$ cat src/rtl/cbe_pkg.sv
`timescale 1ns / 1ps

package cbe_pkg;

  // parameter samples per unit interval, kept a power of two so that the
  // quantization and the final normalization are plain shifts
  localparam int STEPS_LOG2 = 8;
  localparam int STEPS      = 1 << STEPS_LOG2;

  localparam int POS_W      = 18;
  localparam int FRAC_POS   = 16;
  localparam int COORD_W    = 16;
  localparam int FRAC_COORD = 14;
  localparam int IDX_W      = 9;

  // sample index and u = STEPS - k, both reach STEPS
  localparam int K_W       = STEPS_LOG2 + 1;
  // bernstein weights scaled by STEPS^3, largest is k^3 = STEPS^3
  localparam int W_W       = 3 * STEPS_LOG2 + 1;
  localparam int P_W       = W_W + 1 + COORD_W;
  localparam int SUM_W     = P_W + 2;
  localparam int RND_SHIFT = 3 * STEPS_LOG2;

  localparam int APB_AW = 4;
  localparam int APB_DW = 32;

  typedef enum logic [1:0] {
    REG_C1X = 2'd0,
    REG_C1Y = 2'd1,
    REG_C2X = 2'd2,
    REG_C2Y = 2'd3
  } cbe_reg_t;

  typedef struct packed {
    logic signed [COORD_W-1:0] c1_x;
    logic signed [COORD_W-1:0] c1_y;
    logic signed [COORD_W-1:0] c2_x;
    logic signed [COORD_W-1:0] c2_y;
  } cbe_ctrl_t;

  typedef struct packed {
    logic           valid;
    logic [K_W-1:0] k;
    logic [W_W-1:0] w1;
    logic [W_W-1:0] w2;
    logic [W_W-1:0] w3;
  } cbe_wgt_t;

endpackage

$ cat src/rtl/cbe_cfg_regs.sv
`timescale 1ns / 1ps

module cbe_cfg_regs import cbe_pkg::*; (
  input  logic              clk,
  input  logic              rst_n,
  input  logic              psel,
  input  logic              penable,
  input  logic              pwrite,
  input  logic [APB_AW-1:0] paddr,
  input  logic [APB_DW-1:0] pwdata,
  output logic [APB_DW-1:0] prdata,
  output logic              pready,
  output cbe_ctrl_t         ctrl
);

  cbe_ctrl_t ctrl_r;
  cbe_reg_t  reg_sel;
  logic      wr_en;

  assign reg_sel = cbe_reg_t'(paddr[APB_AW-1:2]);
  assign wr_en   = psel && penable && pwrite;
  assign pready  = 1'b1;
  assign ctrl    = ctrl_r;

  always_ff @(posedge clk) begin
    if (!rst_n) begin
      ctrl_r.c1_x <= '0;
      ctrl_r.c1_y <= '0;
      ctrl_r.c2_x <= COORD_W'(1 << FRAC_COORD);
      ctrl_r.c2_y <= COORD_W'(1 << FRAC_COORD);
    end else if (wr_en) begin
      unique case (reg_sel)
        REG_C1X: ctrl_r.c1_x <= pwdata[COORD_W-1:0];
        REG_C1Y: ctrl_r.c1_y <= pwdata[COORD_W-1:0];
        REG_C2X: ctrl_r.c2_x <= pwdata[COORD_W-1:0];
        REG_C2Y: ctrl_r.c2_y <= pwdata[COORD_W-1:0];
        default: ;
      endcase
    end
  end

  always_comb begin
    unique case (reg_sel)
      REG_C1X: prdata = APB_DW'(ctrl_r.c1_x);
      REG_C1Y: prdata = APB_DW'(ctrl_r.c1_y);
      REG_C2X: prdata = APB_DW'(ctrl_r.c2_x);
      REG_C2Y: prdata = APB_DW'(ctrl_r.c2_y);
      default: prdata = '0;
    endcase
  end

endmodule

$ cat config.mk
export PLATFORM = sky130hd
export DESIGN_NAME = cbe_cfg_regs
export DESIGN_NICKNAME = d
export VERILOG_FILES = /design/src/rtl/cbe_pkg.sv /design/src/rtl/cbe_cfg_regs.sv
export SDC_FILE = /design/constraint.sdc
export NUM_CORES = 1
export LEC_CHECK = 0
export ABC_AREA = 1
export ABC_CLOCK_PERIOD_IN_PS = 2250
export BUFFER_PORTS_ARGS = -buffer_cell sky130_fd_sc_hd__buf_2
export CORE_MARGIN = 2
export CORE_UTILIZATION = 30
export CTS_CLUSTER_SIZE = 20
export DETAILED_ROUTE_END_ITERATION = 7
export GPL_ROUTABILITY_DRIVEN = 1
export HOLD_SLACK_MARGIN = 0.06
export PLACE_DENSITY_LB_ADDON = 0.3
export SYNTH_ARGS = -nofsm -noshare
export SYNTH_HDL_FRONTEND = slang
export SYNTH_SLANG_ARGS = --single-unit
$ cat constraint.sdc
create_clock -name clk -period 2.25 [get_ports clk]
set_clock_uncertainty 0.2 [all_clocks]
set_input_delay 0.5625 -clock clk [delete_from_list [all_inputs] [get_ports clk]]
set_output_delay 0.5625 -clock clk [all_outputs]
set_load 0.03 [all_outputs]
# [Yosys cells after proc, flatten, opt, wreduce, memory -nomap -nowiden]
# Cells that the tools add are included.
[word_totals] ff_bits=64 in_bits=41 out_inout_bits=97 word_cells=15
[classes] muxes=1 n_reduce_logical=7 n_eq_ne=3
[ops] cell="32-bit case mux with 4 select lines" count=1
[ops] cell="2-bit AND reduction" count=4
[ops] cell="2-bit equality test (second input constant)" count=2
[ops] cell="2-bit by 1-bit equality test with 1-bit output (second input constant)" count=1
[ops] cell="1-bit logical AND" count=2
[ops] cell="2-bit zero test" count=1

# [Depth between registers and ports, before layout]
[depth] word_depth=3 mapped_depth=6

# [Worst setup path after synthesis]
# No wires, ideal clock.
[synth_path] kind="input to output" start="input paddr[2]" end="output prdata[16]" t_required_ns=1.487 setup_slack_ns=-0.544 path_buffers=2 arrival_time_ns=2.032 stages=6 cell_sequence="nand2_1 > inv_1 > buf_4 > nand2_1 > nand4_1 > buf_4"
[synth_via] elab_chain_cells=2 word_cells_on_any_way=5 classes_between="3 x eq/ne; 1 x mux; 1 x reduce/logical"
[synth_rtl] element="from (decl)" line="cbe_cfg_regs.sv:9" rtl="input logic [APB_AW-1:0] paddr,"
[synth_rtl] element="2-bit equality test, or another cell as far along" line="cbe_cfg_regs.sv:43" rtl="unique case (reg_sel)"
[synth_rtl] element="32-bit case mux with 4 select lines (*)" line="cbe_cfg_regs.sv:43"
[synth_rtl] element="to (decl)" line="cbe_cfg_regs.sv:11" rtl="output logic [APB_DW-1:0] prdata,"
# Every way passes the cells marked *; elsewhere a longest branch is shown, timed or not.

# [Final worst setup path]
[layout_path] start="input paddr[2]" end="output prdata[19]"
# The elaborated chain is that of the path after synthesis.

==> flow_summary.ini <==
[status]
status = finished, final reports clean

[route]
drc = 0
via_per_inst = 4.55
wl_per_cell_um = 13.0
drt_iter0_drc = 176
vias = 3374
wl_um = 9650
ant_nets = 0
dr.pass1.iters = 4

[timing]
final.setup.worst_slack_ps = 19.2
drv_slew = 0
finalCritPeriodShare = 0.991
hold_violations = 0
max_freq_mhz = 448
setup_tns_ps = 0
whs_ps = 271
maxSlewHeadroom = 0.641
period_minus_slack_ps = 2230
setup_viol = 0
worstMarginPinSlew_ps = 537

[worst_setup_path]
cp.required_ps = 1490
path_class = in2out
reg2reg_from = ctrl[0]$_SDFFE_PN0P_
crit_chain = buf_12 > nor2_4 > nand2_1 > nand4_1 > buf_6 > clkbuf_16 > buf_8
cp-end-kind = output port
cp_max_fo = 8
critPathTopFamily = buffers and inverters
cp.arrival_ps = 1470
startpoint = paddr[2]
critPathMaxStageDelay_ps = 170
crit_path_top_delay_cell = clkbuf_16
critPathLaunchType = input pin
crit_buf_inv = 4

[finish]
final_common_cell = nand2_1
nets = 641
syn2layout_area_growth_pct = 42.4
largest_reg_flops = 64
final_core_util = 0.437
final_cell_mix = nand2_1, nor2_1, buf_2
final_cells = 741
drive_gt1_frac = 0.309
n_antenna_cell = 0
postLayoutCellArea_um2 = 4490
fillers = 1089

[floorplanning]
die_height_um = 107
core_area_um2 = 10300
ios = 138
row_count = 37
start_util = 0.307
die_x_um = 107
die_area_um2 = 11400

[place]
place_area_um2 = 3980
dp_hpwl_um = 6460
post-place-ws_ps = -126
numPortBuffers = 118
placed_cells = 715
gp_congestion = 0.793

[grt]
antenna_found_initial = 0
track_usage = 0.165
grt.overflow.total = 0
grt_pass1_wl_um = 14700
grt_pass1_vias = 2970
grt_max_degree = 65

[synth]
ys_seq_area_frac = 0.406
synth_ff_type = dfxtp_1
async_flop_share = 0
synth_cells = 479
synth.avg_cell_area_um2 = 6.59
synth_edf_count = 0
yosys_register_bits = 64
synth_area_um2 = 3160
yosysWarnings = 0
syn_nets = 520
yosysUniqueCellTypes = 17

[cts]
ctsHoldBuffers = 0
cts_tree = yes
cts_root_buffer = clkbuf_8
cts_sinks = 64
clk_pin_slew_ps = 80
cts-buffers-inserted = 9
clk_latency_ps = 340
htreeDepth = 3
cts.path.max_buffers = 2

[power_and_ir_drop]
clkPwrFrac = 0.405
p_switching_mw = 0.753
p_total_mw = 2.73
p_comb_frac = 0.164
p_sw_frac = 0.276
power.share.sequential = 0.431
p_leak_nw = 2.18
p_per_area_nw_per_um2 = 607
ir_drop_uv = 327
internal-power_mw = 1.98

[worst_hold_path]
hold_path_startpoint = pwdata[14]
hold_class = in2reg

[run]
maxCapViolCount = 0
[path summary, 6_finish.rpt]
| kind | slack, ps | cells past startpoint | endpoint |
|---|---|---|---|
| setup / recovery | 20 | 7 | prdata[19] |
| hold / removal | 270 | 3 | ctrl[30]$_SDFFE_PN1P_ |
| setup reg to reg | 1420 | 2 | ctrl[0]$_SDFFE_PN0P_ |
| hold reg to reg | 300 | 2 | ctrl[28]$_SDFFE_PN0P_ |
[routing by layer]
metal | share of wire | wire (um) | up-vias | track usage
met2 | 0.47 | 4550 | 101 | 0.268
met4 | 0.022 | 210 | 0 | 0.0686
met5 | 0 | 0 | - | 0
met1 | 0.44 | 4290 | 1528 | 0.208
li1 | - | - | 1727 | -
met3 | 0.062 | 602 | 18 | 0.0405
[worst min-delay path, cell delays in order]
cell and delay (ps):
buf_2 110, nand2_1 50, nand3_1 70
[kinds of logic after synthesis]
logic type | Yosys count | share of synthesized area
AND/OR/NAND/NOR | 346 | 0.467
AO/OA/AOI/OAI | 2 | 0.00317
other | 1 | 0.00119
flip-flops | 64 | 0.406
buffers and inverters | 66 | 0.122
[area by class of cell]
type                    instances  area, um^2  area share
well taps                     136         170      0.0379
clock buffers                  10         138      0.0306
multi-input cells             349        1530       0.339
repair buffers                156        1200       0.268
flip-flops and latches         64        1280       0.285
inverters                      20        92.6      0.0206
clock inverters                 6        82.6      0.0184
[cell usage after synthesis (2+ instances only)]
| cell type | count | share of area |
|---|---|---|
| buf_2 | 14 | 0.022 |
| buf_1 | 5 | 0.0059 |
| o21ai_0 | 2 | 0.0032 |
| dfxtp_1 | 64 | 0.41 |
| nand4_1 | 16 | 0.032 |
| nand3_1 | 64 | 0.10 |
| nand2_1 | 133 | 0.16 |
| nor2_1 | 125 | 0.15 |
| inv_1 | 19 | 0.023 |
| nor2_4 | 5 | 0.018 |
| nor2_2 | 2 | 0.0040 |
| buf_4 | 20 | 0.048 |
| buf_6 | 6 | 0.021 |
[power groups by stage]
| stage | Sequential (mW) | Clock (mW) | Combinational, mW |
|---|---|---|---|
| final | 1.18 | 1.11 | 0.447 |
| after global routing | 1.18 | 1.19 | 0.483 |
| after CTS | 1.18 | 1.13 | 0.415 |
| after detailed placement | 1.20 | 0 | 0.405 |
| after global placement | 1.20 | 0 | 0.402 |
| after floorplan | 1.25 | 0 | 0.219 |
[what timing repair did]
| item | 4_1_cts | 5_1_grt |
|---|---|---|
| pin swaps | 3 | 6 |
| gates cloned | 0 | 3 |
| endpoints found under the setup margin | 32 | 31 |
| setup buffers | 1 | 6 |
| endpoints found under the hold margin | 0 | 0 |
| gates resized for setup | 21 | 29 |
No activity file was read; power rests on OpenSTA's default activity.
