File: src/rtl/cbe_pkg.sv
`timescale 1ns / 1ps

package cbe_pkg;

  // parameter samples per unit interval, kept a power of two so that the
  // quantization and the final normalization are plain shifts
  localparam int STEPS_LOG2 = 8;
  localparam int STEPS      = 1 << STEPS_LOG2;

  localparam int POS_W      = 18;
  localparam int FRAC_POS   = 16;
  localparam int COORD_W    = 16;
  localparam int FRAC_COORD = 14;
  localparam int IDX_W      = 9;

  // sample index and u = STEPS - k, both reach STEPS
  localparam int K_W       = STEPS_LOG2 + 1;
  // bernstein weights scaled by STEPS^3, largest is k^3 = STEPS^3
  localparam int W_W       = 3 * STEPS_LOG2 + 1;
  localparam int P_W       = W_W + 1 + COORD_W;
  localparam int SUM_W     = P_W + 2;
  localparam int RND_SHIFT = 3 * STEPS_LOG2;

  localparam int APB_AW = 4;
  localparam int APB_DW = 32;

  typedef enum logic [1:0] {
    REG_C1X = 2'd0,
    REG_C1Y = 2'd1,
    REG_C2X = 2'd2,
    REG_C2Y = 2'd3
  } cbe_reg_t;

  typedef struct packed {
    logic signed [COORD_W-1:0] c1_x;
    logic signed [COORD_W-1:0] c1_y;
    logic signed [COORD_W-1:0] c2_x;
    logic signed [COORD_W-1:0] c2_y;
  } cbe_ctrl_t;

  typedef struct packed {
    logic           valid;
    logic [K_W-1:0] k;
    logic [W_W-1:0] w1;
    logic [W_W-1:0] w2;
    logic [W_W-1:0] w3;
  } cbe_wgt_t;

endpackage

File: src/rtl/cbe_blend.sv
`timescale 1ns / 1ps

module cbe_blend import cbe_pkg::*; (
  input  logic                      clk,
  input  logic                      rst_n,
  input  cbe_wgt_t                  wgt,
  output logic                      wgt_ready,
  input  cbe_ctrl_t                 ctrl,
  output logic                      out_valid,
  input  logic                      out_stall,
  output logic [IDX_W-1:0]          out_sample_index,
  output logic signed [COORD_W-1:0] out_curve_x,
  output logic signed [COORD_W-1:0] out_curve_y
);

  localparam logic signed [SUM_W-1:0] HALF = SUM_W'(1) << (RND_SHIFT - 1);

  logic v4_r, out_valid_r;
  logic adv4, adv5;

  logic signed [W_W:0]     w1_s, w2_s;
  logic signed [P_W-1:0]   p1x_nxt, p2x_nxt, p1y_nxt, p2y_nxt;
  logic signed [P_W-1:0]   p1x_r, p2x_r, p1y_r, p2y_r;
  logic [W_W-1:0]          w3_4_r;
  logic [K_W-1:0]          k4_r;

  logic signed [SUM_W-1:0] end_term, sum_x, sum_y, rx, ry;
  logic [IDX_W-1:0]          idx_r;
  logic signed [COORD_W-1:0] cx_r, cy_r;

  assign adv5      = !out_valid_r || !out_stall;
  assign adv4      = !v4_r || adv5;
  assign wgt_ready = adv4;

  assign w1_s    = $signed({1'b0, wgt.w1});
  assign w2_s    = $signed({1'b0, wgt.w2});
  assign p1x_nxt = w1_s * ctrl.c1_x;
  assign p2x_nxt = w2_s * ctrl.c2_x;
  assign p1y_nxt = w1_s * ctrl.c1_y;
  assign p2y_nxt = w2_s * ctrl.c2_y;

  // end point (1,1) term is k^3 times one, the start point adds nothing
  assign end_term = $signed(SUM_W'({w3_4_r, {FRAC_COORD{1'b0}}}));
  assign sum_x    = SUM_W'(p1x_r) + SUM_W'(p2x_r) + end_term + HALF;
  assign sum_y    = SUM_W'(p1y_r) + SUM_W'(p2y_r) + end_term + HALF;
  // arithmetic shift floors, so halves go toward plus infinity
  assign rx       = sum_x >>> RND_SHIFT;
  assign ry       = sum_y >>> RND_SHIFT;

  always_ff @(posedge clk) begin
    if (!rst_n) begin
      v4_r        <= 1'b0;
      out_valid_r <= 1'b0;
    end else begin
      if (adv4) v4_r        <= wgt.valid;
      if (adv5) out_valid_r <= v4_r;
    end
  end

  always_ff @(posedge clk) begin
    if (adv4 && wgt.valid) begin
      p1x_r  <= p1x_nxt;
      p2x_r  <= p2x_nxt;
      p1y_r  <= p1y_nxt;
      p2y_r  <= p2y_nxt;
      w3_4_r <= wgt.w3;
      k4_r   <= wgt.k;
    end
    if (adv5 && v4_r) begin
      idx_r <= IDX_W'(k4_r);
      cx_r  <= rx[COORD_W-1:0];
      cy_r  <= ry[COORD_W-1:0];
    end
  end

  assign out_valid        = out_valid_r;
  assign out_sample_index = idx_r;
  assign out_curve_x      = cx_r;
  assign out_curve_y      = cy_r;

endmodule

File: config.mk
export PLATFORM = sky130hd
export DESIGN_NAME = cbe_blend
export DESIGN_NICKNAME = d
export VERILOG_FILES = /design/src/rtl/cbe_pkg.sv /design/src/rtl/cbe_blend.sv
export SDC_FILE = /design/constraint.sdc
export NUM_CORES = 2
export LEC_CHECK = 0
export BUFFER_PORTS_ARGS = -buffer_cell sky130_fd_sc_hd__buf_2
export CAP_MARGIN = 20
export CORE_MARGIN = 10
export CORE_UTILIZATION = 45
export CTS_BUF_LIST = sky130_fd_sc_hd__clkbuf_2
export CTS_CLUSTER_SIZE = 16
export DETAILED_ROUTE_END_ITERATION = 8
export GPL_TIMING_DRIVEN = 0
export PLACE_DENSITY = 0.72
export SYNTH_ARGS = -nofsm -noshare
export SYNTH_HDL_FRONTEND = slang
export SYNTH_SLANG_ARGS = --single-unit
File: constraint.sdc
create_clock -name clk -period 7.35 [get_ports clk]
set_input_delay 1.47 -clock clk [delete_from_list [all_inputs] [get_ports clk]]
set_output_delay 1.47 -clock clk [all_outputs]
set_load 0.02 [all_outputs]
After elaboration in Yosys (flattened, before gate mapping)
Index checks and enable logic that the tools add are counted.

storage, ports and cells
  bits in registers = 237
  latch bits = 0
  memory bits (writable) = 0
  ROM bits = 0
  bits of input ports = 152
  output and inout port bits = 43
  word-level logic and storage cells = 28
  memories = 0

operators by class
  $add $sub $neg = 6
  $mul = 4
  divide/modulo/power cells = 0
  $lt $le $gt $ge = 0
  eq/ne operators = 0
  shift operators = 0
  muxes and demuxes = 0
  bitwise operators = 0
  reductions and logical operators = 7

operators with widths
  cell                      number
  $add A40 B40 Y40          4
  $mul A26 B16 Y40          4
  $add A40 B25 Y40 const B  2
  $logic_not A1 Y1          3
  $logic_and A1 B1 Y1       2
  $logic_or A1 B1 Y1        2

Depth between registers and ports, before layout
  depth in word-level cells = 4
  depth in mapped cells = 25

Worst setup path before layout
OpenSTA, ideal clock, no wires.

  path kind = in2reg
  start = in ctrl[23] (netlist bit)
  end = reg p2x_r[34], data pin
  data arrival time = 7.245 ns
  data required time = 7.090 ns
  slack = -0.155 ns
  cell stages on the path = 24
  cell sequence = clkbuf_1 > clkbuf_1 > nand2_1 > fa_1 > inv_1 > fa_1 > inv_1 > fa_1 > inv_1 > fa_1 > fa_1 > inv_1 > fa_1 > inv_1 > ha_1 > a21o_1 > a21o_1 > a221oi_1 > o31ai_1 > a2111oi_0 > nor3_1 > a211o_1 > a21oi_1 > xnor2_1

on the way
  word-level cells in the longest chain between the ends = 1

RTL lines
  element                RTL line         source
  start, declared        cbe_blend.sv:8   input cbe_ctrl_t ctrl,
  $mul A26 B16 Y40       cbe_blend.sv:38  assign p2x_nxt = w2_s * ctrl.c2_x;
  named net p2x_nxt[34]  cbe_blend.sv:22  logic signed [P_W-1:0] p1x_nxt, p2x_nxt, p1y_nxt, p2y_nxt;
  end signal, assigned   cbe_blend.sv:63  p2x_r <= p2x_nxt;
  end, declared          cbe_blend.sv:23  logic signed [P_W-1:0] p1x_r, p2x_r, p1y_r, p2y_r;

The timed path passes the listed nets, and every way through them passes these cells.
A chain may end at the register's enable or synchronous reset.

Final worst setup path
  start = in wgt[36] (netlist bit)
  end = reg p2x_r[30], data pin

on the way
  word-level cells in the longest chain between the ends = 1

RTL lines
  element                RTL line         source
  start, declared        cbe_blend.sv:6   input cbe_wgt_t wgt,
  $mul A26 B16 Y40       cbe_blend.sv:38
  named net p2x_nxt[30]  cbe_blend.sv:22

The timed path passes the listed nets, and every way through them passes these cells.

==> results.txt <==
slowest stage cell, crit path -> fa_1
number of input and output port buffers inserted -> 182
actual transition at the worst max-transition pin -> 1.00 ns
Setup Skew -> 0.0662 ns
Clk Tree Root Cell -> clkbuf_2
CTS tree -> done
cell family contributing the most delay on the critical path -> adder cells
buffers plus inverters on the worst setup path -> 7
final routed wirelength across all metal layers -> 193,000 µm
# DRC -> 0
endpoint arrival time on the critical path -> 7.95 ns
synthesized instance count -> 6,950
post-DR vias/cell -> 5.39
final cycle utilization of the critical path -> 99.2%
remaining antenna violation count after routing -> 0
vias in the first global route -> 51,300
initial antenna violation count -> 52
number of buffers created by CTS -> 48
critical path required time -> 8.02 ns
critical path launch point type -> input port
Synth Net Count -> 9,120
series of cell instances along the critical path -> buf_2 -> clkbuf_2 -> nand2_1 -> fa_1 -> inv_1 -> fa_1 -> inv_1 -> fa_1 -> inv_1 -> fa_1 -> fa_1 -> inv_1 -> fa_1 -> inv_1 -> ha_1 -> a21o_1 -> a21o_1 -> a221oi_2 -> o31ai_4 -> a2111oi_2 -> nor3_2 -> a21o_1 -> a21oi_1 -> xnor2_1
Max-Cap Viols -> 0
capturing element type of the critical path -> register
final count of pins violating max slew -> 0
number of endpoints with negative hold slack in the final report -> 0
area overhead of the layout relative to synthesis -> 7.00%
share of post-route cells with drive strength above 1 -> 7.40%
placement row count -> 139
final period demand of the worst path -> 7.29 ns
leading cell types by total area after synthesis -> fa_1 (41%), ha_1 (13%), edfxtp_1 (11%), inv_1 (9.6%), and2_1 (6.3%)
leading cell types by count after synthesis -> inv_1 (1,652), fa_1 (1,330), nand2_1 (951)
number of hold buffers added after cts -> 0
clock latency on the worst-skew pair -> 0.93 ns
asr flop ratio synth -> 0%
clock transition at the registers of the reported paths -> 0.15 ns
dominant cell type by area after synthesis -> fa_1
global-route wire length before repair -> 297,000 µm
YS warnings -> 0
DR vias -> 49,400
average routed wire per standard cell -> 21.1 µm
Top cell by count, worst path -> fa_1
HPWL Detailed -> 162,000 µm
Slew headroom -> 32.3%
count of unique library cells instantiated by Yosys -> 70
fraction of synthesized cell area taken by the top area cell type -> 41.2%
internal reg-to-reg setup slack -> 2.28 ns
GRT Resource Usage Total -> 24.5%
top_reg_cell synth -> edfxtp_1
CTS Buffer Depth -> 3
starting utilization of the core area -> 45.2%
number of iterations in the first detailed-routing pass -> 6
final core area utilization -> 48.3%
RD Place Congestion -> 0.955
most frequent cell after synthesis -> inv_1
Total Die Area -> 0.159 mm²
worst-path maximum fanout -> 10
critical path class -> input port to register
post-synthesis sequential area ratio -> 11.0%
number of top-level pins -> 195
die width -> 399 µm
Hold WC Path Type -> register to register
post-synthesis sequential element count -> 237
Final #Nets -> 9,350
GRT Residual Overflow -> 0
Die Y -> 399 µm
FMAX -> 0.137 GHz
Avg Inst Size Synth -> 9.30 µm²
result of the run -> complete, no violations
Finish-stage setup viols -> 0
CP max stage delay -> 0.57 ns
H-tree Lvls -> 2
number of synthesized flops with an enable pin -> 235
core area -> 0.143 mm²
pin count of the biggest net entering global routing -> 75
cell area after synthesis -> 0.0647 mm²
clk sinks -> 237
First DRT Iteration DRCs -> 4,240
## cell usage in the layout (no fill, tap or decap), types with 7 or more instances in the layout
cell | Yosys | routed
o21a_1 | 29 | 28
o211ai_1 | 17 | 17
a21boi_0 | 10 | 7
diode_2 | 0 | 50
edfxtp_1 | 235 | 235
nor2b_1 | 16 | 15
inv_1 | 1652 | 1652
a211o_1 | 10 | 10
buf_2 | 1 | 204
nand2_1 | 951 | 951
o21ai_0 | 85 | 78
ha_1 | 688 | 688
clkinv_1 | 2 | 14
a211oi_1 | 11 | 9
a21oi_1 | 159 | 157
nor2_1 | 157 | 157
and2_1 | 648 | 647
xor2_1 | 48 | 48
nand3_1 | 31 | 29
nor3_1 | 35 | 33
a21o_1 | 118 | 118
fa_1 | 1330 | 1330
xnor2_1 | 139 | 138
a31oi_1 | 18 | 17
clkbuf_1 | 306 | 81
clkbuf_4 | 0 | 46
o21bai_1 | 27 | 27
clkbuf_2 | 0 | 213
nand2b_1 | 58 | 58
nand4_1 | 28 | 28
a221oi_1 | 11 | 10
and3_1 | 21 | 20
## cell families (layout without fill, tap and decap cells)
logic type | Yosys count | after routing | share of synthesized area [%]
adders and majority gates | 2018 | 2018 | 54.5
xor gates and xnor gates | 187 | 187 | 2.53
and+or+nand+nor | 1974 | 1974 | 14.7
muxes | 3 | 3 | 0.0464
DFF | 237 | 237 | 11.0
buffers and inverters | 1967 | 2232 | 11.4
other | 0 | 50 | 0
AOI/OAI and AO/OA | 564 | 564 | 5.80
## stage by stage
step           std cells  hold slack, ns  instance area [µm²]  setup WS (ns)   TNS, ns
6_report            9168           0.379                69200         0.0617         0
3_3_place_gp        9035           0.401                68100          -1.62   -295.54
3_5_place_dp        9039           0.406                68100          -1.72    -83.06
5_1_grt             9153           0.357                69200       -0.00217  -0.00331
2_1_floorplan       6950           0.400                64800        -0.0212   -0.0212
4_1_cts             9121           0.378                68800        0.00141         0
## area by class of cell
type	count	area [µm²]
Fill cell	13400	73900
Tap cell	1903	2380
Clock buffer	66	330
Clock inverter	19	75.1
Multi-Input combinational cell	4746	50400
Antenna cell	50	125
Sequential cell	237	7100
Timing Repair Buffer	186	998
Inverter	1654	6220
Buffer	307	1610
## final timing paths
kind,startpoint,endpoint,cells past startpoint
setup / recovery,wgt[36],p2x_r[30]$_DFFE_PP_,24
hold / removal,k4_r[7]$_DFFE_PP_,out_sample_index[7]$_DFFE_PP_,0
setup reg to reg,w3_4_r[8]$_DFFE_PP_,out_curve_x[10]$_DFFE_PP_,12
hold reg to reg,k4_r[7]$_DFFE_PP_,out_sample_index[7]$_DFFE_PP_,0
## registers in the layout (all words and copies together), names as in the netlist
register,cells
p1y_r,40
v4_r,1
out_curve_x,16
out_curve_y,16
w3_4_r,25
p2y_r,40
p2x_r,40
out_sample_index,9
k4_r,9
out_valid,1
p1x_r,40
## metal layers
metal	up-vias	track usage, %	share of wire (%)
li1	21500	-	-
met5	-	0	0.042
met2	2507	37.9	45
met3	542	6.06	11
met4	12	11.1	5.4
met1	24900	32.3	39
## repair_timing
item                       4_1_cts  5_1_grt
pin swaps                        0        1
setup endpoints to repair       39       37
gates resized for setup        175      229
buffers inserted                 0        0
Power is left out: the tool's default activity adds up to more than one toggle a clock period on the data nets, which glitch-free logic cannot reach.
