[config.mk]
export PLATFORM = sky130hd
export DESIGN_NAME = cbe_weights
export DESIGN_NICKNAME = d
export VERILOG_FILES = /design/src/rtl/cbe_pkg.sv /design/src/rtl/cbe_weights.sv
export SDC_FILE = /design/constraint.sdc
export NUM_CORES = 1
export LEC_CHECK = 0
export ABC_AREA = 1
export BUFFER_PORTS_ARGS = -buffer_cell sky130_fd_sc_hd__buf_2
export CAP_MARGIN = 20
export CORE_MARGIN = 4
export CORE_UTILIZATION = 40
export CTS_CLUSTER_DIAMETER = 30
export DETAILED_ROUTE_END_ITERATION = 8
export SKIP_LAST_GASP = 1
export SYNTH_ARGS = -nofsm -noshare
export SYNTH_HDL_FRONTEND = slang
export SYNTH_SLANG_ARGS = --single-unit
[constraint.sdc]
create_clock -name clk -period 14.45 [get_ports clk]
set_clock_uncertainty 0.05 [all_clocks]
set_input_delay 2.1675 -clock clk [delete_from_list [all_inputs] [get_ports clk]]
set_output_delay 2.1675 -clock clk [all_outputs]
set_load 0.01 [all_outputs]
[src/rtl/cbe_pkg.sv]
`timescale 1ns / 1ps

package cbe_pkg;

  // parameter samples per unit interval, kept a power of two so that the
  // quantization and the final normalization are plain shifts
  localparam int STEPS_LOG2 = 8;
  localparam int STEPS      = 1 << STEPS_LOG2;

  localparam int POS_W      = 18;
  localparam int FRAC_POS   = 16;
  localparam int COORD_W    = 16;
  localparam int FRAC_COORD = 14;
  localparam int IDX_W      = 9;

  // sample index and u = STEPS - k, both reach STEPS
  localparam int K_W       = STEPS_LOG2 + 1;
  // bernstein weights scaled by STEPS^3, largest is k^3 = STEPS^3
  localparam int W_W       = 3 * STEPS_LOG2 + 1;
  localparam int P_W       = W_W + 1 + COORD_W;
  localparam int SUM_W     = P_W + 2;
  localparam int RND_SHIFT = 3 * STEPS_LOG2;

  localparam int APB_AW = 4;
  localparam int APB_DW = 32;

  typedef enum logic [1:0] {
    REG_C1X = 2'd0,
    REG_C1Y = 2'd1,
    REG_C2X = 2'd2,
    REG_C2Y = 2'd3
  } cbe_reg_t;

  typedef struct packed {
    logic signed [COORD_W-1:0] c1_x;
    logic signed [COORD_W-1:0] c1_y;
    logic signed [COORD_W-1:0] c2_x;
    logic signed [COORD_W-1:0] c2_y;
  } cbe_ctrl_t;

  typedef struct packed {
    logic           valid;
    logic [K_W-1:0] k;
    logic [W_W-1:0] w1;
    logic [W_W-1:0] w2;
    logic [W_W-1:0] w3;
  } cbe_wgt_t;

endpackage

[src/rtl/cbe_weights.sv]
`timescale 1ns / 1ps

module cbe_weights import cbe_pkg::*; (
  input  logic                    clk,
  input  logic                    rst_n,
  input  logic                    in_valid,
  output logic                    in_stall,
  input  logic signed [POS_W-1:0] in_position,
  output cbe_wgt_t                wgt,
  input  logic                    wgt_ready
);

  localparam logic signed [POS_W-1:0] ONE_POS = POS_W'(1 << FRAC_POS);
  localparam int E_W = 3 * K_W + 2;

  logic v1_r, v2_r, v3_r;
  logic adv1, adv2, adv3;

  logic [FRAC_POS:0]  pos_cl;
  logic [K_W-1:0]     k_nxt;
  logic [K_W-1:0]     k1_r;

  logic [K_W-1:0]     u1;
  logic [2*K_W-1:0]   uu_nxt, kk_nxt;
  logic [2*K_W-1:0]   uu2_r, kk2_r;
  logic [K_W-1:0]     k2_r, u2_r;

  logic [E_W-1:0]     t1, t2, w1_full, w2_full, w3_full;
  logic [K_W-1:0]     k3_r;
  logic [W_W-1:0]     w1_3_r, w2_3_r, w3_3_r;

  // each stage moves when it is empty or the next one moves
  assign adv3     = !v3_r || wgt_ready;
  assign adv2     = !v2_r || adv3;
  assign adv1     = !v1_r || adv2;
  assign in_stall = !adv1;

  // clamp to [0,1] and quantize down to a sample index
  always_comb begin
    if (in_position[POS_W-1]) begin
      pos_cl = '0;
    end else if (in_position > ONE_POS) begin
      pos_cl = ONE_POS[FRAC_POS:0];
    end else begin
      pos_cl = in_position[FRAC_POS:0];
    end
  end
  assign k_nxt = pos_cl[FRAC_POS -: K_W];

  assign u1     = K_W'(STEPS) - k1_r;
  assign uu_nxt = (2*K_W)'(u1) * (2*K_W)'(u1);
  assign kk_nxt = (2*K_W)'(k1_r) * (2*K_W)'(k1_r);

  // w1 = 3 u^2 k, w2 = 3 u k^2, w3 = k^3
  assign t1      = E_W'(uu2_r) * E_W'(k2_r);
  assign t2      = E_W'(kk2_r) * E_W'(u2_r);
  assign w1_full = t1 + (t1 << 1);
  assign w2_full = t2 + (t2 << 1);
  assign w3_full = E_W'(kk2_r) * E_W'(k2_r);

  always_ff @(posedge clk) begin
    if (!rst_n) begin
      v1_r <= 1'b0;
      v2_r <= 1'b0;
      v3_r <= 1'b0;
    end else begin
      if (adv1) v1_r <= in_valid;
      if (adv2) v2_r <= v1_r;
      if (adv3) v3_r <= v2_r;
    end
  end

  always_ff @(posedge clk) begin
    if (adv1 && in_valid) begin
      k1_r <= k_nxt;
    end
    if (adv2 && v1_r) begin
      uu2_r <= uu_nxt;
      kk2_r <= kk_nxt;
      k2_r  <= k1_r;
      u2_r  <= u1;
    end
    if (adv3 && v2_r) begin
      k3_r   <= k2_r;
      w1_3_r <= w1_full[W_W-1:0];
      w2_3_r <= w2_full[W_W-1:0];
      w3_3_r <= w3_full[W_W-1:0];
    end
  end

  assign wgt.valid = v3_r;
  assign wgt.k     = k3_r;
  assign wgt.w1    = w1_3_r;
  assign wgt.w2    = w2_3_r;
  assign wgt.w3    = w3_3_r;

endmodule

# == Word level (Yosys, flattened, before mapping) ==
# Index checks and enable logic that the tools add are counted.
# word_totals
latchBits,0
in_bits,22
ramBits,0
reg_bits,150
rom_bits,0
wordCells,34
out_inout_bits,86
n_memories,0
# classes
mux,1
order_cmp,1
n_reduce_logical,11
n_shift,0
bitwise,0
n_addsub,3
div,0
eq_ne,0
n_mul,5
# op_table
operator,n
multiplier 18 x 9 -> 25 bit,3
adder 25 bit,2
multiplier 9 x 9 -> 18 bit,2
> comparator 18 bit (second input constant),1
2-to-1 mux 17 bit,1
subtractor 9 bit (first input constant),1
zero test 1 bit,4
logical AND 1 bit,3
logical OR 1 bit,3
OR reduction 2 bit,1

# == Longest topological paths before layout ==
# depth
depth_word,5
mapped_depth,33
ltp_nobuf,31

# == Least setup slack after synthesis ==
# No wires, ideal clock.
# synth_path
kind,input to register
start,in wgt_ready
end,reg k3_r[0] (enable)
cell_stages,2
required_time_ps,13853
path_buffers,0
arrival_time_ps,6106
slack_ps,7747
setup_time_ps,547
path_cell_list,inv_1 -> a21oi_1
# synth_between
elab_chain_cells,2
# synth_rtl
element,line_no,text
"start, declared",cbe_weights.sv:10,input logic wgt_ready
logical OR 1 bit,cbe_weights.sv:33,assign adv3 = !v3_r || wgt_ready;
logical AND 1 bit,cbe_weights.sv:83,if (adv3 && v2_r) begin
"end signal, assigned",cbe_weights.sv:84,k3_r <= k2_r;
"end, declared",cbe_weights.sv:29,logic [K_W-1:0] k3_r;
# Every way passes these cells.
# A chain may end at the register's enable or synchronous reset.

# == Worst setup path in the final report ==
# layout_path
start,reg k2_r[1]
end,"reg w1_3_r[23], data pin"
# layout_between
elab_chain_cells,2
# layout_rtl
element,line_no,text
"start, declared",cbe_weights.sv:26,"logic [K_W-1:0] k2_r, u2_r;"
"start signal, assigned",cbe_weights.sv:80,k2_r <= k1_r;
multiplier 18 x 9 -> 25 bit,cbe_weights.sv:55,assign t1 = E_W'(uu2_r) * E_W'(k2_r);
adder 25 bit,cbe_weights.sv:57,assign w1_full = t1 + (t1 << 1);
via w1_full[23],cbe_weights.sv:28,"logic [E_W-1:0] t1, t2, w1_full, w2_full, w3_full;"
"end signal, assigned",cbe_weights.sv:85,w1_3_r <= w1_full[W_W-1:0];
"end, declared",cbe_weights.sv:30,"logic [W_W-1:0] w1_3_r, w2_3_r, w3_3_r;"
# The timed path passes the listed nets, and every way through them passes these cells.

==> metrics.json <==
{
  "portBuffers": {"value": 107},
  "critical_path_cell_sequence": {"value": "buf_4 > nand2_1 > fa_1 > inv_1 > fa_1 > fa_1 > inv_1 > fa_1 > inv_1 > ha_1 > nand2_1 > o21bai_1 > a21oi_1 > o21ai_0 > a31oi_1 > xnor2_1 > ha_1 > nand2_1 > nor3_1 > nand3_1 > nand3_1 > nand3_1 > nand3_1 > nand2_1"},
  "worstSkewPairLatency": {"value": 490, "unit": "ps"},
  "cts_sinks": {"value": 141},
  "critical_path.startpoint_type": {"value": "flip-flop"},
  "top_ff_cell_synth": {"value": "edfxtp_1"},
  "timing.critical_path.slowest_stage_cell": {"value": "edfxtp_1"},
  "filler_cell_count": {"value": 6428},
  "post_cts.repair.setup_buffers": {"value": 0},
  "clock_pin_transition_on_the_worst_setup_and_hold_timing_paths": {"value": 70, "unit": "ps"},
  "setup_violations": {"value": 0},
  "layout_common_cells": {"value": "855 x inv_1, 804 x nand2_1, 393 x fa_1, 236 x ha_1, 139 x a21oi_1"},
  "synthCells": {"value": 3192},
  "cts.repair.resized": {"value": 0},
  "detailedRoute.firstIterationViolations": {"value": 1124},
  "grt_pass1_vias": {"value": 20538},
  "layout_commonest_cell": {"value": "inv_1"},
  "unrepaired_setup_endpoints_after_global_routing": {"value": "false"},
  "tritoncts": {"value": "yes"},
  "largest_net_degree_at_the_start_of_global_routing": {"value": 52},
  "cpPeakStageDelay": {"value": 770, "unit": "ps"},
  "overflow": {"value": 0},
  "globalplace.congestion": {"value": 0.888},
  "coreArea": {"value": 63200, "unit": "um2"},
  "synth_cell_type_count": {"value": 42},
  "final_period_minus_worst_setup_slack": {"value": 6480, "unit": "ps"},
  "async_set_or_reset_register_ratio_after_synthesis": {"value": 0, "unit": "%"},
  "effective_utilization_at_floorplan": {"value": 40.4, "unit": "%"},
  "ant_nets": {"value": 0},
  "synth-seq-area-share": {"value": 16.5, "unit": "%"},
  "grt_antenna_before_repair": {"value": 0},
  "timing_max_transition_violations_final": {"value": 0},
  "drt-total-wl": {"value": 59.0, "unit": "mm"},
  "wire_per_inst": {"value": 14.4, "unit": "um"},
  "hold_path_depth": {"value": 0},
  "finalHoldViolations": {"value": 0},
  "fmaxAchievable": {"value": 154, "unit": "MHz"},
  "worst_case_reg_to_reg_path_depth": {"value": 24},
  "worst_setup_path_end_kind": {"value": "flip-flop"},
  "grt_use_total": {"value": 18.5, "unit": "%"},
  "num-nets-final": {"value": 3894},
  "die-height": {"value": 261, "unit": "um"},
  "drt_pass1_iterations": {"value": 5},
  "crit_fanout": {"value": 19},
  "dp.final_hpwl": {"value": 47.6, "unit": "mm"},
  "min-delay-path-class": {"value": "reg2reg"},
  "grt_pass1_wl": {"value": 101, "unit": "mm"},
  "synth-warning-count": {"value": 0},
  "mappedNetlistArea": {"value": 25500, "unit": "um2"},
  "yosys_register_bits": {"value": 141},
  "num_rows": {"value": 92},
  "arrival": {"value": 6680, "unit": "ps"},
  "setup-tns-final": {"value": 0, "unit": "ps"},
  "avg_cell_area_syn": {"value": 8.00, "unit": "um2"},
  "drc": {"value": 0},
  "die-width": {"value": 261, "unit": "um"},
  "post_drt_via_cell_ratio": {"value": 4.78},
  "drv_cap": {"value": 0},
  "number_of_synthesized_flops_with_an_enable_pin": {"value": 138},
  "max_slew_margin": {"value": 36.2, "unit": "%"},
  "worst_ep_required_time": {"value": 14650, "unit": "ps"},
  "timing.final.crit_share": {"value": 44.9, "unit": "%"},
  "criticalPathCategory": {"value": "reg2reg"},
  "dieArea": {"value": 68000, "unit": "um2"},
  "regArea": {"value": 4200, "unit": "um2"},
  "postCtsHoldBufs": {"value": 0},
  "share_of_post_route_cells_with_drive_strength_above_1": {"value": 5.31, "unit": "%"},
  "vias": {"value": 19604},
  "cts.path.max_buffers": {"value": 2},
  "boundaryPins": {"value": 108},
  "timing_worst_slew_pin_value": {"value": 958, "unit": "ps"},
  "h_tree_depth": {"value": 4},
  "clock_tree.root_cell": {"value": "clkbuf_16"},
  "footprint_of_the_multi_input_gates": {"value": 17700, "unit": "um2"},
  "area_grow_syn2layout": {"value": 7.60, "unit": "%"},
  "result_of_the_run": {"value": "finished, final reports clean"},
  "numCtsBuffers": {"value": 17}
}
[path summary, 6_finish.rpt]
check / startpoint / endpoint / slack [ps]
worst max-delay path: k2_r[1] / w1_3_r[23] / 7970
worst min-delay path: k2_r[5] / k3_r[5] / 410
worst max register to register: k2_r[1] / w1_3_r[23] / 7970
worst min register to register: k2_r[5] / k3_r[5] / 410
[per-layer routing]
layer  global-route usage, %  share of wire (%)  up-vias  wire length (um)
li1                        -                  -     9584                 -
met1                    23.7                 44     9503             25900
met2                    31.4                 48      422             28300
met3                    2.67                4.3       95              2540
met4                    7.35                3.7        0              2200
met5                       0                  0        -                 0
[worst max-delay path, delay by kind of cell (launching register included)]
| family | cells | cell delay [ps] |
|---|---|---|
| simple gates | 9 | 1120 |
| compound gates | 4 | 800 |
| fa+ha+maj | 6 | 2760 |
| flops | 1 | 770 |
| buf+inv | 4 | 540 |
| xor+xnor | 1 | 180 |
[state kept, by name (all words and copies together) (netlist names)]
| register | count |
|---|---|
| w1_3_r | 24 |
| w2_3_r | 24 |
| w3_3_r | 24 |
| kk2_r | 16 |
| uu2_r | 16 |
| k1_r | 9 |
| k3_r | 9 |
| k2_r | 8 |
| u2_r | 8 |
| v1_r | 1 |
| v2_r | 1 |
| v3_r | 1 |
[metrics by stage]
step	utilization, %	instance area, um2	hold WS, ps	worst slack (ps)	instances
2_1_floorplan	-	25600	374	7750	3204
5_1_grt	43.5	27500	445	7470	4102
3_5_place_dp	42.6	26900	390	8030	4069
3_3_place_gp	42.6	26900	388	8080	4069
6_report	43.5	27500	413	7970	4103
4_1_cts	43.5	27500	420	8010	4101
[cell usage after synthesis (all sizes together), types with 8 or more instances]
master,number,area share (%)
xnor2,58,2.0
nand2,806,12
buf,17,0.38
nor4,8,0.20
ha,236,12
a31oi,20,0.49
inv,859,13
edfxtp,138,16
nor2,129,1.9
nand3,70,1.4
o21bai,16,0.47
xor2,79,2.8
nor3,17,0.35
nand4,22,0.54
a21o,8,0.24
clkbuf,89,1.3
fa,393,31
o21ai,57,1.1
a21oi,140,2.7
o211ai,8,0.24
[cell type report]
type | instances | share of cell area [%]
multi-input combinational | 2097 | 64.5
sequential | 141 | 15.3
inverter | 860 | 11.7
tap | 846 | 3.85
timing repair buffer | 126 | 2.51
clock buffer | 19 | 1.58
clock inverter | 13 | 0.483
antenna | 1 | 0.00911
[cells by family after synthesis]
family                     after synthesis  share of synthesized area [%]
and+or+nand+nor                       1062                           16.5
AOI/OAI and AO/OA                      255                           5.48
other                                    2                         0.0294
DFF                                    141                           16.5
xor gates and xnor gates               137                           4.80
buffers and inverters                  966                           14.3
adders and majority gates              629                           42.4
Power is left out: the tool's default activity adds up to more than one toggle a clock period on the data nets, which glitch-free logic cannot reach.
